### src/sv/aesc_pkg.sv
// ----------------------------------------------------------------------------
// aesc_pkg
// shared types, s-box tables and field helpers for the aes ecb block
// ----------------------------------------------------------------------------
package aesc_pkg;

    localparam int KEY_WORDS   = 60;
    localparam int KIDX_W      = 6;
    localparam int QUEUE_DEPTH = 2;

    localparam logic [1:0] KLEN_128 = 2'd0;
    localparam logic [1:0] KLEN_192 = 2'd1;

    localparam logic [2:0] REG_KEY0 = 3'd0;
    localparam logic [2:0] REG_KEY1 = 3'd1;
    localparam logic [2:0] REG_KEY2 = 3'd2;
    localparam logic [2:0] REG_KEY3 = 3'd3;
    localparam logic [2:0] REG_KLEN = 3'd4;

    localparam logic REQ_ENC = 1'b0;

    typedef struct packed {
        logic         dec;
        logic [127:0] blk;
    } req_t;

    function automatic logic [7:0] sbox(input logic [7:0] x);
        logic [7:0] t [256];
        t = '{
        8'h63,8'h7c,8'h77,8'h7b,8'hf2,8'h6b,8'h6f,8'hc5,8'h30,8'h01,8'h67,8'h2b,8'hfe,8'hd7,8'hab,8'h76,
        8'hca,8'h82,8'hc9,8'h7d,8'hfa,8'h59,8'h47,8'hf0,8'had,8'hd4,8'ha2,8'haf,8'h9c,8'ha4,8'h72,8'hc0,
        8'hb7,8'hfd,8'h93,8'h26,8'h36,8'h3f,8'hf7,8'hcc,8'h34,8'ha5,8'he5,8'hf1,8'h71,8'hd8,8'h31,8'h15,
        8'h04,8'hc7,8'h23,8'hc3,8'h18,8'h96,8'h05,8'h9a,8'h07,8'h12,8'h80,8'he2,8'heb,8'h27,8'hb2,8'h75,
        8'h09,8'h83,8'h2c,8'h1a,8'h1b,8'h6e,8'h5a,8'ha0,8'h52,8'h3b,8'hd6,8'hb3,8'h29,8'he3,8'h2f,8'h84,
        8'h53,8'hd1,8'h00,8'hed,8'h20,8'hfc,8'hb1,8'h5b,8'h6a,8'hcb,8'hbe,8'h39,8'h4a,8'h4c,8'h58,8'hcf,
        8'hd0,8'hef,8'haa,8'hfb,8'h43,8'h4d,8'h33,8'h85,8'h45,8'hf9,8'h02,8'h7f,8'h50,8'h3c,8'h9f,8'ha8,
        8'h51,8'ha3,8'h40,8'h8f,8'h92,8'h9d,8'h38,8'hf5,8'hbc,8'hb6,8'hda,8'h21,8'h10,8'hff,8'hf3,8'hd2,
        8'hcd,8'h0c,8'h13,8'hec,8'h5f,8'h97,8'h44,8'h17,8'hc4,8'ha7,8'h7e,8'h3d,8'h64,8'h5d,8'h19,8'h73,
        8'h60,8'h81,8'h4f,8'hdc,8'h22,8'h2a,8'h90,8'h88,8'h46,8'hee,8'hb8,8'h14,8'hde,8'h5e,8'h0b,8'hdb,
        8'he0,8'h32,8'h3a,8'h0a,8'h49,8'h06,8'h24,8'h5c,8'hc2,8'hd3,8'hac,8'h62,8'h91,8'h95,8'he4,8'h79,
        8'he7,8'hc8,8'h37,8'h6d,8'h8d,8'hd5,8'h4e,8'ha9,8'h6c,8'h56,8'hf4,8'hea,8'h65,8'h7a,8'hae,8'h08,
        8'hba,8'h78,8'h25,8'h2e,8'h1c,8'ha6,8'hb4,8'hc6,8'he8,8'hdd,8'h74,8'h1f,8'h4b,8'hbd,8'h8b,8'h8a,
        8'h70,8'h3e,8'hb5,8'h66,8'h48,8'h03,8'hf6,8'h0e,8'h61,8'h35,8'h57,8'hb9,8'h86,8'hc1,8'h1d,8'h9e,
        8'he1,8'hf8,8'h98,8'h11,8'h69,8'hd9,8'h8e,8'h94,8'h9b,8'h1e,8'h87,8'he9,8'hce,8'h55,8'h28,8'hdf,
        8'h8c,8'ha1,8'h89,8'h0d,8'hbf,8'he6,8'h42,8'h68,8'h41,8'h99,8'h2d,8'h0f,8'hb0,8'h54,8'hbb,8'h16};
        return t[x];
    endfunction

    function automatic logic [7:0] inv_sbox(input logic [7:0] x);
        logic [7:0] t [256];
        t = '{
        8'h52,8'h09,8'h6a,8'hd5,8'h30,8'h36,8'ha5,8'h38,8'hbf,8'h40,8'ha3,8'h9e,8'h81,8'hf3,8'hd7,8'hfb,
        8'h7c,8'he3,8'h39,8'h82,8'h9b,8'h2f,8'hff,8'h87,8'h34,8'h8e,8'h43,8'h44,8'hc4,8'hde,8'he9,8'hcb,
        8'h54,8'h7b,8'h94,8'h32,8'ha6,8'hc2,8'h23,8'h3d,8'hee,8'h4c,8'h95,8'h0b,8'h42,8'hfa,8'hc3,8'h4e,
        8'h08,8'h2e,8'ha1,8'h66,8'h28,8'hd9,8'h24,8'hb2,8'h76,8'h5b,8'ha2,8'h49,8'h6d,8'h8b,8'hd1,8'h25,
        8'h72,8'hf8,8'hf6,8'h64,8'h86,8'h68,8'h98,8'h16,8'hd4,8'ha4,8'h5c,8'hcc,8'h5d,8'h65,8'hb6,8'h92,
        8'h6c,8'h70,8'h48,8'h50,8'hfd,8'hed,8'hb9,8'hda,8'h5e,8'h15,8'h46,8'h57,8'ha7,8'h8d,8'h9d,8'h84,
        8'h90,8'hd8,8'hab,8'h00,8'h8c,8'hbc,8'hd3,8'h0a,8'hf7,8'he4,8'h58,8'h05,8'hb8,8'hb3,8'h45,8'h06,
        8'hd0,8'h2c,8'h1e,8'h8f,8'hca,8'h3f,8'h0f,8'h02,8'hc1,8'haf,8'hbd,8'h03,8'h01,8'h13,8'h8a,8'h6b,
        8'h3a,8'h91,8'h11,8'h41,8'h4f,8'h67,8'hdc,8'hea,8'h97,8'hf2,8'hcf,8'hce,8'hf0,8'hb4,8'he6,8'h73,
        8'h96,8'hac,8'h74,8'h22,8'he7,8'had,8'h35,8'h85,8'he2,8'hf9,8'h37,8'he8,8'h1c,8'h75,8'hdf,8'h6e,
        8'h47,8'hf1,8'h1a,8'h71,8'h1d,8'h29,8'hc5,8'h89,8'h6f,8'hb7,8'h62,8'h0e,8'haa,8'h18,8'hbe,8'h1b,
        8'hfc,8'h56,8'h3e,8'h4b,8'hc6,8'hd2,8'h79,8'h20,8'h9a,8'hdb,8'hc0,8'hfe,8'h78,8'hcd,8'h5a,8'hf4,
        8'h1f,8'hdd,8'ha8,8'h33,8'h88,8'h07,8'hc7,8'h31,8'hb1,8'h12,8'h10,8'h59,8'h27,8'h80,8'hec,8'h5f,
        8'h60,8'h51,8'h7f,8'ha9,8'h19,8'hb5,8'h4a,8'h0d,8'h2d,8'he5,8'h7a,8'h9f,8'h93,8'hc9,8'h9c,8'hef,
        8'ha0,8'he0,8'h3b,8'h4d,8'hae,8'h2a,8'hf5,8'hb0,8'hc8,8'heb,8'hbb,8'h3c,8'h83,8'h53,8'h99,8'h61,
        8'h17,8'h2b,8'h04,8'h7e,8'hba,8'h77,8'hd6,8'h26,8'he1,8'h69,8'h14,8'h63,8'h55,8'h21,8'h0c,8'h7d};
        return t[x];
    endfunction

    function automatic logic [7:0] xt(input logic [7:0] x);
        return {x[6:0], 1'b0} ^ (x[7] ? 8'h1b : 8'h00);
    endfunction

    function automatic logic [31:0] sub_word(input logic [31:0] w);
        return {sbox(w[31:24]), sbox(w[23:16]), sbox(w[15:8]), sbox(w[7:0])};
    endfunction

    // byte i of the state sits at bits 127-8i
    function automatic logic [7:0] sb(input logic [127:0] s, input int i);
        return s[127-8*i -: 8];
    endfunction

    function automatic logic [127:0] enc_round(input logic [127:0] s, input logic last);
        logic [127:0] t;
        logic [127:0] m;
        logic [7:0]   a0, a1, a2, a3;
        for (int r = 0; r < 4; r++)
        begin
            for (int c = 0; c < 4; c++)
            begin
                t[127-8*(r+4*c) -: 8] = sbox(sb(s, r + 4*((c + r) % 4)));
            end
        end
        for (int c = 0; c < 4; c++)
        begin
            a0 = sb(t, 4*c); a1 = sb(t, 4*c+1); a2 = sb(t, 4*c+2); a3 = sb(t, 4*c+3);
            m[127-8*(4*c)   -: 8] = xt(a0) ^ xt(a1) ^ a1 ^ a2 ^ a3;
            m[127-8*(4*c+1) -: 8] = a0 ^ xt(a1) ^ xt(a2) ^ a2 ^ a3;
            m[127-8*(4*c+2) -: 8] = a0 ^ a1 ^ xt(a2) ^ xt(a3) ^ a3;
            m[127-8*(4*c+3) -: 8] = xt(a0) ^ a0 ^ a1 ^ a2 ^ xt(a3);
        end
        return last ? t : m;
    endfunction

    function automatic logic [127:0] inv_mix(input logic [127:0] s);
        logic [127:0] m;
        logic [7:0]   a [4];
        logic [7:0]   x2 [4];
        logic [7:0]   x4 [4];
        logic [7:0]   x8 [4];
        for (int c = 0; c < 4; c++)
        begin
            for (int k = 0; k < 4; k++)
            begin
                a[k]  = sb(s, 4*c+k);
                x2[k] = xt(a[k]);
                x4[k] = xt(x2[k]);
                x8[k] = xt(x4[k]);
            end
            for (int r = 0; r < 4; r++)
            begin
                // coefficients e, b, d, 9 rotated by row
                m[127-8*(4*c+r) -: 8] =
                    (x8[r] ^ x4[r] ^ x2[r]) ^
                    (x8[(r+1)%4] ^ x2[(r+1)%4] ^ a[(r+1)%4]) ^
                    (x8[(r+2)%4] ^ x4[(r+2)%4] ^ a[(r+2)%4]) ^
                    (x8[(r+3)%4] ^ a[(r+3)%4]);
            end
        end
        return m;
    endfunction

    function automatic logic [127:0] dec_round(input logic [127:0] s);
        logic [127:0] t;
        for (int r = 0; r < 4; r++)
        begin
            for (int c = 0; c < 4; c++)
            begin
                t[127-8*(r + 4*((c + r) % 4)) -: 8] = inv_sbox(sb(s, r + 4*c));
            end
        end
        return t;
    endfunction

endpackage

### src/sv/aesc_front.sv
// ----------------------------------------------------------------------------
// aesc_front
// accepts requests and holds them in a short queue for the round engine
// ----------------------------------------------------------------------------
module aesc_front
    import aesc_pkg::*;
#(
    parameter int DEPTH = QUEUE_DEPTH
)
(
    input  logic         clk,
    input  logic         rst_n,
    input  logic         in_valid,
    output logic         in_ready,
    input  req_t         in_req,
    output logic         q_valid,
    input  logic         q_pop,
    output req_t         q_req
);
    localparam int PW = (DEPTH > 1) ? $clog2(DEPTH) : 1;

    req_t              mem_reg [DEPTH];
    logic [PW-1:0]     wp_reg, rp_reg;
    logic [PW:0]       cnt_reg;
    logic              push;

    assign in_ready = (cnt_reg != (PW+1)'(DEPTH));
    assign push     = in_valid && in_ready;
    assign q_valid  = (cnt_reg != '0);
    assign q_req    = mem_reg[rp_reg];

    always_ff @(posedge clk)
    begin
        if (push)
        begin
            mem_reg[wp_reg] <= in_req;
        end
    end

    always_ff @(posedge clk or negedge rst_n)
    begin
        if (!rst_n)
        begin
            wp_reg  <= '0;
            rp_reg  <= '0;
            cnt_reg <= '0;
        end
        else
        begin
            if (push)
            begin
                wp_reg <= (wp_reg == PW'(DEPTH-1)) ? '0 : wp_reg + 1'b1;
            end
            if (q_pop)
            begin
                rp_reg <= (rp_reg == PW'(DEPTH-1)) ? '0 : rp_reg + 1'b1;
            end
            cnt_reg <= cnt_reg + (PW+1)'(push) - (PW+1)'(q_pop);
        end
    end
endmodule

### config.mk
export PLATFORM = sky130hd
export DESIGN_NAME = aesc_front
export DESIGN_NICKNAME = d
export VERILOG_FILES = /design/src/sv/aesc_pkg.sv /design/src/sv/aesc_front.sv
export SDC_FILE = /design/constraint.sdc
export NUM_CORES = 1
export LEC_CHECK = 0
export BUFFER_PORTS_ARGS = -buffer_cell sky130_fd_sc_hd__buf_4
export CAP_MARGIN = 20
export CORE_MARGIN = 4
export CORE_UTILIZATION = 35
export DETAILED_ROUTE_END_ITERATION = 16
export PLACE_DENSITY_LB_ADDON = 0.25
export SYNTH_ARGS = -nofsm -noshare
export SYNTH_HDL_FRONTEND = slang
export SYNTH_SLANG_ARGS = --single-unit
export TNS_END_PERCENT = 20
### constraint.sdc
create_clock -name clk -period 10.4 [get_ports clk]
set_input_delay 2.08 -clock clk [delete_from_list [all_inputs] [get_ports clk]]
set_output_delay 2.08 -clock clk [all_outputs]
set_load 0.01 [all_outputs]
# ---- After elaboration in Yosys (flattened, before gate mapping)
# Memory sizes are Yosys's and may differ from the RTL's.
# Index checks and enable logic that the tools add are counted.
dict set report totals {
  regBits 4
  mem_bits_rw 258
  output_inout_bits 131
  wordCells 15
  memories 1
}
dict set report op_classes {
  addsub 4
  eq_ne 1
  mux 4
  n_reduce_logical 2
}
# memory depth width rd rd_ports_with_merged_regs write_ports line
set memory_table {}
lappend memory_table {mem_reg 2 129 1 0 1 aesc_front.sv:22} ;# req_t mem_reg [DEPTH];
# operator count
set ops {}
lappend ops {{$mux W1} 4}
lappend ops {{$add A1 B1 Y1 const B} 2}
lappend ops {{$add A2 B1 Y2} 1}
lappend ops {{$ne A2 B2 Y1 const B} 1}
lappend ops {{$reduce_bool A2 Y1} 1}
lappend ops {{$sub A2 B1 Y2} 1}
lappend ops {{$logic_and A1 B1 Y1} 1}

# ---- Longest topological paths before layout
# Gate-level depths: netlist of run 1.
dict set report logic_depth {
  depth_word 4
  ltp_mapped 5
  ltp_nobuf 5
}

# ---- Worst setup path after synthesis of run 1
# Ideal clock, no wire load.
dict set report synth_path {
  path_kind {input port to flip-flop}
  startpoint {input port in_valid}
  endpoint {memory mem_reg[0][0] (netlist bit) (enable)}
  arrival_time_ps 7547
  required_ps 9781
  setup_slack_ps 2234
  cell_stages 2
  cell_sequence {nand2_1 > nor2_1}
}
dict set report synth_via {
  elab_chain_len 3
}
# item line
set synth_lines {}
lappend synth_lines {{from (decl)} aesc_front.sv:13} ;# input logic in_valid,
lappend synth_lines {{$logic_and A1 B1 Y1} aesc_front.sv:28} ;# assign push = in_valid && in_ready;
lappend synth_lines {{$mux W1} aesc_front.sv:34} ;# if (push)
lappend synth_lines {{$mux W1 (implied by the code)} aesc_front.sv:36} ;# mem_reg[wp_reg] <= in_req;
lappend synth_lines {{to (decl)} aesc_front.sv:22}
# No other way between the ends.

==> out/results.tsv, run 1 <==
stage	metric	value	unit
status	status	finished, final reports clean	
routing	total wire length	20000	um
layout	filler instances	2284	
floorplan	Initial Util	35.5	%
sta	Final Cycle Share	43.3	%
grt	largest net degree at the start of global routing	80	
clock_tree	clock buffer depth	3	
pwr	pwr dens	282	mW/mm^2
sta	clk_skew	7.27	ps
floorplan	DIE AREA	0.0299	sq mm
yosys	Post-Syn Instances	418	
yosys	post-synth cell types	17	
yosys	Ys Warns	0	
sta	Tmin final	4500	ps
clock_tree	worst skew pair latency	520	ps
pwr	register share of total power	42.1	%
routing	via count	4830	
critical_path	Critical Path Start	rp_reg	
grt	number of global-route vias before repair	5300	
grt	first-pass GRT wire length	30100	um
critical_path	critical path class	register to output pin	
critical_path	Worst setup EP type	output pin	
yosys	sequential share of the synthesized area	82.3	%
sta	post-route setup TNS	0	ps
pwr	Net Switching	995	uW
routing	Via density	4.53	
floorplan	Ports	264	
layout	Non-Filler Instances	1066	
pwr	Clk network pwr share	27.3	%
placement	RD Place Congestion	0.742	
sta	Final Max Tran Viols	0	
clock_tree	H-tree levels	1	
sta	endpoints failing hold	0	
sta	RSZ-0062 raised after global routing	false	
layout	area grow syn2layout	34.3	%
pwr	combinational power share	30.6	%
grt	total gr overflow	0	
layout	ant diodes	0	
critical_path	RR Endpoint	mem_reg[1][101]	
clock_tree	Num CTS Buffers	29	
floorplan	core area	0.0269	sq mm
placement	Post-DP HPWL	13200	um
clock_tree	CTS tree	done	
layout	nets	837	
critical_path	R2R Setup Slk	7730	ps
clock_tree	post-CTS resize count	0	
routing	DRT antenna net count	0	
sta	final setup vio count	0	
pwr	Sw Share	27.6	%
sta	post-route setup slack	5900	ps
critical_path	Worst Setup EP	q_req[22]	
pwr	worst vdd ir	154	uV
placement	Cells after DPL	1012	
clock_tree	# hold bufs at CTS	0	
floorplan	Cell Rows	60	
yosys	Synth Area per Inst	22.8	sq um
critical_path	worst path required time	8320	ps
clock_tree	postcts setup bufs	0	
routing	DRC	0	
clock_tree	Worst-path clk slew	60	ps
critical_path	Startpoint Class	register	
critical_path	Worst Reg2Reg Path Length in Cells	3	
grt	GRT Overall Usage	12.6	%
routing	WL/cell	18.7	um
floorplan	die height	173	um
pwr	Internal	2.62	mW
yosys	Mapped Nets	552	
yosys	Synth Register Bits	262	
routing	drt first pass iters	4	
yosys	Netlist Area Pre-Place	0.00953	sq mm
critical_path	Worst R2R Start	cnt_reg[0]	
layout	max reg flops	258	
sta	Slew HR	32.3	%
sta	Max Fclk	222	MHz
grt	initial antenna violation count	0	
critical_path	Critical Path Fanout Max	52	
pwr	leakage power figure	4.74	nW
sta	worst slew pin tran	1020	ps
placement	Placement Setup Slack	5780	ps
floorplan	die extent in x	173	um
min_path	worst hold path type	register to register	
sta	Hold Slack	552	ps
placement	I/O Buffers	263	
flow_run	Max-Cap Viols	0	
clock_tree	clock sinks	262	
layout	layout cells sized above 1	60.8	%
clock_tree	Root Buffer	clkbuf_16	
critical_path	Arr. time, crit path	2420	ps
routing	initial DRC count	240	
## critical path, cell delays in order, from the launching register on
cell,delay (ps)
dfrtp_4,660
buf_4,620
mux2_2,430
buf_4,150
## metal layers
metal	routed length [um]	global-route usage, %
met5	0	0
met4	370	3.33
met3	1600	3.94
met2	10300	22.0
met1	7740	15.2
## cells by family after synthesis
group	after synthesis	synth area share, %
flip-flops	262	82.3
adder cells (fa/ha/maj)	1	0.131
AND/OR/NAND/NOR	6	0.355
XOR/XNOR	4	0.368
buffers and inverters	14	1.42
AO/OA/AOI/OAI	2	0.157
multiplexers	129	15.2
## placed cells by master, fill, tap and decap left out, drive strengths merged
| master | instances |
|---|---|
| buf | 268 |
| edfxtp | 258 |
| mux2 | 129 |
| clkbuf | 32 |
| clkinv | 15 |
| bufinv | 4 |
| dfrtp | 4 |
| xnor2 | 3 |
| clkinvlp | 2 |
| nand2b | 1 |
| a21bo | 1 |
| nor3b | 1 |
| a21oi | 1 |
| nand2 | 1 |
| nor2 | 1 |
| or2 | 1 |
| and3 | 1 |
| xor2 | 1 |
| ha | 1 |
## through the flow
step / area (sq um) / util (%) / power [mW]
2_1_floorplan: 9530 / - / 2.18
3_3_place_gp: 11800 / 44.1 / 2.64
3_5_place_dp: 11800 / 44.1 / 2.66
4_1_cts: 12800 / 47.5 / 3.67
5_1_grt: 12800 / 47.6 / 3.79
6_report: 12800 / 47.6 / 3.61
## cell usage after synthesis
library cell / instances / area (sq um)
dfrtp_1: 4 / 100
nand2b_1: 1 / 6.26
nor2_1: 1 / 3.75
buf_2: 3 / 15.0
edfxtp_1: 258 / 7750
ha_1: 1 / 12.5
nor3b_1: 1 / 7.51
and3_1: 1 / 6.26
buf_4: 1 / 7.51
mux2_2: 129 / 1450
or2_2: 1 / 6.26
nand2_1: 1 / 3.75
xor2_1: 1 / 8.76
a21oi_1: 1 / 5.00
xnor2_1: 3 / 26.3
a21bo_2: 1 / 10.0
buf_6: 10 / 113
## how the worst min path moves through the flow
stage                 end       start  depth (start not counted)
2_1_floorplan      wp_reg      wp_reg                          1
4_1_cts        cnt_reg[0]  cnt_reg[0]                          1
5_1_grt            wp_reg      wp_reg                          1
6_report       cnt_reg[0]  cnt_reg[0]                          1
3_3_place_gp   cnt_reg[0]  cnt_reg[0]                          1
3_5_place_dp   cnt_reg[0]  cnt_reg[0]                          1
## final cells by class
| type | instances | area (sq um) | share of cell area, % |
|---|---|---|---|
| sequential | 262 | 7850 | 61.3 |
| timing repair buffer | 268 | 2030 | 15.9 |
| multi-input combinational | 142 | 1560 | 12.2 |
| clock buffer | 32 | 737 | 5.76 |
| tap | 341 | 427 | 3.33 |
| clock inverter | 21 | 196 | 1.53 |
## power groups by stage
stage / clock network (mW) / registers, mW / logic (mW)
after CTS: 1.02 / 1.57 / 1.08
after global placement: 0 / 1.57 / 1.06
final: 0.985 / 1.52 / 1.11
after global routing: 1.07 / 1.54 / 1.19
after floorplan: 0 / 1.54 / 0.643
after detailed placement: 0 / 1.59 / 1.07
No activity file was read; power rests on OpenSTA's default activity.
==> run 2, diff against run 1 <==
- clock period: 10.4 -> 3.7 ns (I/O delays scaled with it)
==> out/results.tsv, run 2 (same netlist as run 1, synthesis figures left out) <==
stage	metric	value	unit	change
clock_tree	Worst-path clk slew	60	ps	about the same
pwr	leakage power figure	4.68	nW	was 4.74 nW
floorplan	core area	0.0269	sq mm	unchanged
critical_path	critical path class	register to output pin		unchanged
clock_tree	worst skew pair latency	520	ps	about the same
critical_path	Worst setup EP type	output pin		unchanged
critical_path	Worst Setup EP	q_req[74]		was q_req[22]
min_path	worst hold path startpoint	in_req[97]		was cnt_reg[0]
routing	total wire length	19500	um	was 20,000 um
floorplan	Ports	264		unchanged
critical_path	Critical Path Fanout Max	52		unchanged
status	status	finished, final reports clean		unchanged
placement	Placement Setup Slack	1350	ps	was 5780 ps
routing	DRC	0		unchanged
routing	WL/cell	18.4	um	was 18.7 um
grt	initial antenna violation count	0		unchanged
layout	area grow syn2layout	33.2	%	was 34.3%
flow_run	Max-Cap Viols	0		unchanged
routing	DRT antenna net count	0		unchanged
floorplan	Cell Rows	60		unchanged
clock_tree	CTS tree	done		unchanged
layout	max reg flops	258		unchanged
grt	first-pass GRT wire length	30200	um	was 30,100 um
pwr	pwr dens	773	mW/mm^2	was 282 mW/mm^2
clock_tree	clock sinks	262		unchanged
critical_path	worst path required time	2960	ps	was 8320 ps
floorplan	DIE AREA	0.0299	sq mm	unchanged
sta	Slew HR	46.7	%	was 32.3%
routing	initial DRC count	207		was 240
layout	ant diodes	0		unchanged
floorplan	Initial Util	35.5	%	unchanged
critical_path	Critical Path Start	rp_reg		unchanged
sta	RSZ-0062 raised after global routing	false		unchanged
routing	drt first pass iters	4		unchanged
critical_path	RR Endpoint	mem_reg[0][103]		was mem_reg[1][101]
placement	RD Place Congestion	0.721		was 0.742
sta	endpoints failing hold	0		unchanged
critical_path	Startpoint Class	register		unchanged
grt	total gr overflow	0		unchanged
critical_path	Arr. time, crit path	2130	ps	was 2420 ps
layout	Core Util, Final	47.3	%	was 47.6%
grt	largest net degree at the start of global routing	121		was 80
placement	placed inst area	0.0119	sq mm	was 0.0118 sq mm
sta	Final Max Tran Viols	0		unchanged
sta	worst slew pin tran	799	ps	was 1020 ps
floorplan	die extent in x	173	um	unchanged
min_path	worst hold path type	primary input to register		was register to register
sta	post-route setup slack	829	ps	was 5900 ps
critical_path	Worst Reg2Reg Path Length in Cells	4		was 3
floorplan	die height	173	um	unchanged
pwr	worst vdd ir	491	uV	was 154 uV
layout	filler instances	2307		was 2,284
layout	most common cell after layout, fill and taps aside	buf_4		unchanged
layout	Sequential cell area	0.00785	sq mm	unchanged
critical_path	R2R Setup Slk	1760	ps	was 7730 ps
routing	via count	4845		was 4,830
clock_tree	post-CTS resize count	0		unchanged
pwr	Overall Power	9.82	mW	was 3.61 mW
layout	area of the multi-input gates	0.00156	sq mm	unchanged
layout	nets	838		was 837
layout	layout cells sized above 1	60.4	%	was 60.8%
sta	final setup vio count	0		unchanged
routing	Via density	4.56		was 4.53
sta	Tmin final	2870	ps	
clock_tree	Root Buffer	clkbuf_16		unchanged
grt	GRT Overall Usage	12.5	%	was 12.6%
clock_tree	Num CTS Buffers	28		was 29
placement	I/O Buffers	263		unchanged
layout	Final Cell Area	0.0127	sq mm	was 0.0128 sq mm
clock_tree	postcts setup bufs	0		unchanged
sta	clk_skew	12.7	ps	was 7.27 ps
critical_path	Worst R2R Start	cnt_reg[0]		unchanged
layout	most frequent cells in the layout	267 x buf_4, 258 x edfxtp_1, 129 x mux2_2		unchanged
clock_tree	H-tree levels	1		unchanged
grt	number of global-route vias before repair	5459		was 5,300
placement	Post-DP HPWL	13000	um	was 13,200 um
sta	Final Cycle Share	77.6	%	
clock_tree	clock buffer depth	3		unchanged
sta	Max Fclk	348	MHz	
==> run 2: area by class of cell <==
cell class	count	area share [%]
Clock inverter	11	0.404
Tap cell	341	3.36
Clock buffer	37	5.95
Multi-Input combinational cell	142	12.3
Timing Repair Buffer	270	16.2
Sequential cell	262	61.8
==> run 2: through the flow <==
stage               setup TNS (ps)  hold slack [ps]  cells
CTS                              0              370   1063
finish                           0              399   1063
global placement                 0              521   1014
global route                     0              363   1063
detailed placement               0              537   1014
floorplan                   -70740              444    418
==> run 2: worst max-delay path: stages (launching register included) <==
cell	delay [ps]
dfrtp_4	420
buf_4	560
mux2_2	430
buf_4	150
==> run 2: metal layers <==
metal  up-vias  part of all wire (%)  track usage (%)
met5         -                     0                0
met4         0                   2.4             3.79
met3        33                   7.9             4.09
met2       178                    51             22.0
met1      2395                    38             14.6
li1       2239                     -                -
==> run 2: timing repair <==
item,CTS,global route
hold buffers,1,0
endpoints found under the setup margin,0,0
hold endpoints to repair,4,0
==> run 2: power by group <==
part	switching, mW	internal, mW	total (mW)
logic	1.57	1.59	3.16
clock network	1.03	1.42	2.45
registers	0.149	4.06	4.21
total	2.75	7.07	9.82
==> run 2: how the worst min path moves through the flow <==
stage	to	slack (ps)	cells past startpoint
floorplan	cnt_reg[0]	440	0
global placement	cnt_reg[0]	520	1
detailed placement	wp_reg	540	1
CTS	mem_reg[1][97]	370	1
global route	mem_reg[1][97]	360	1
finish	mem_reg[1][97]	400	1
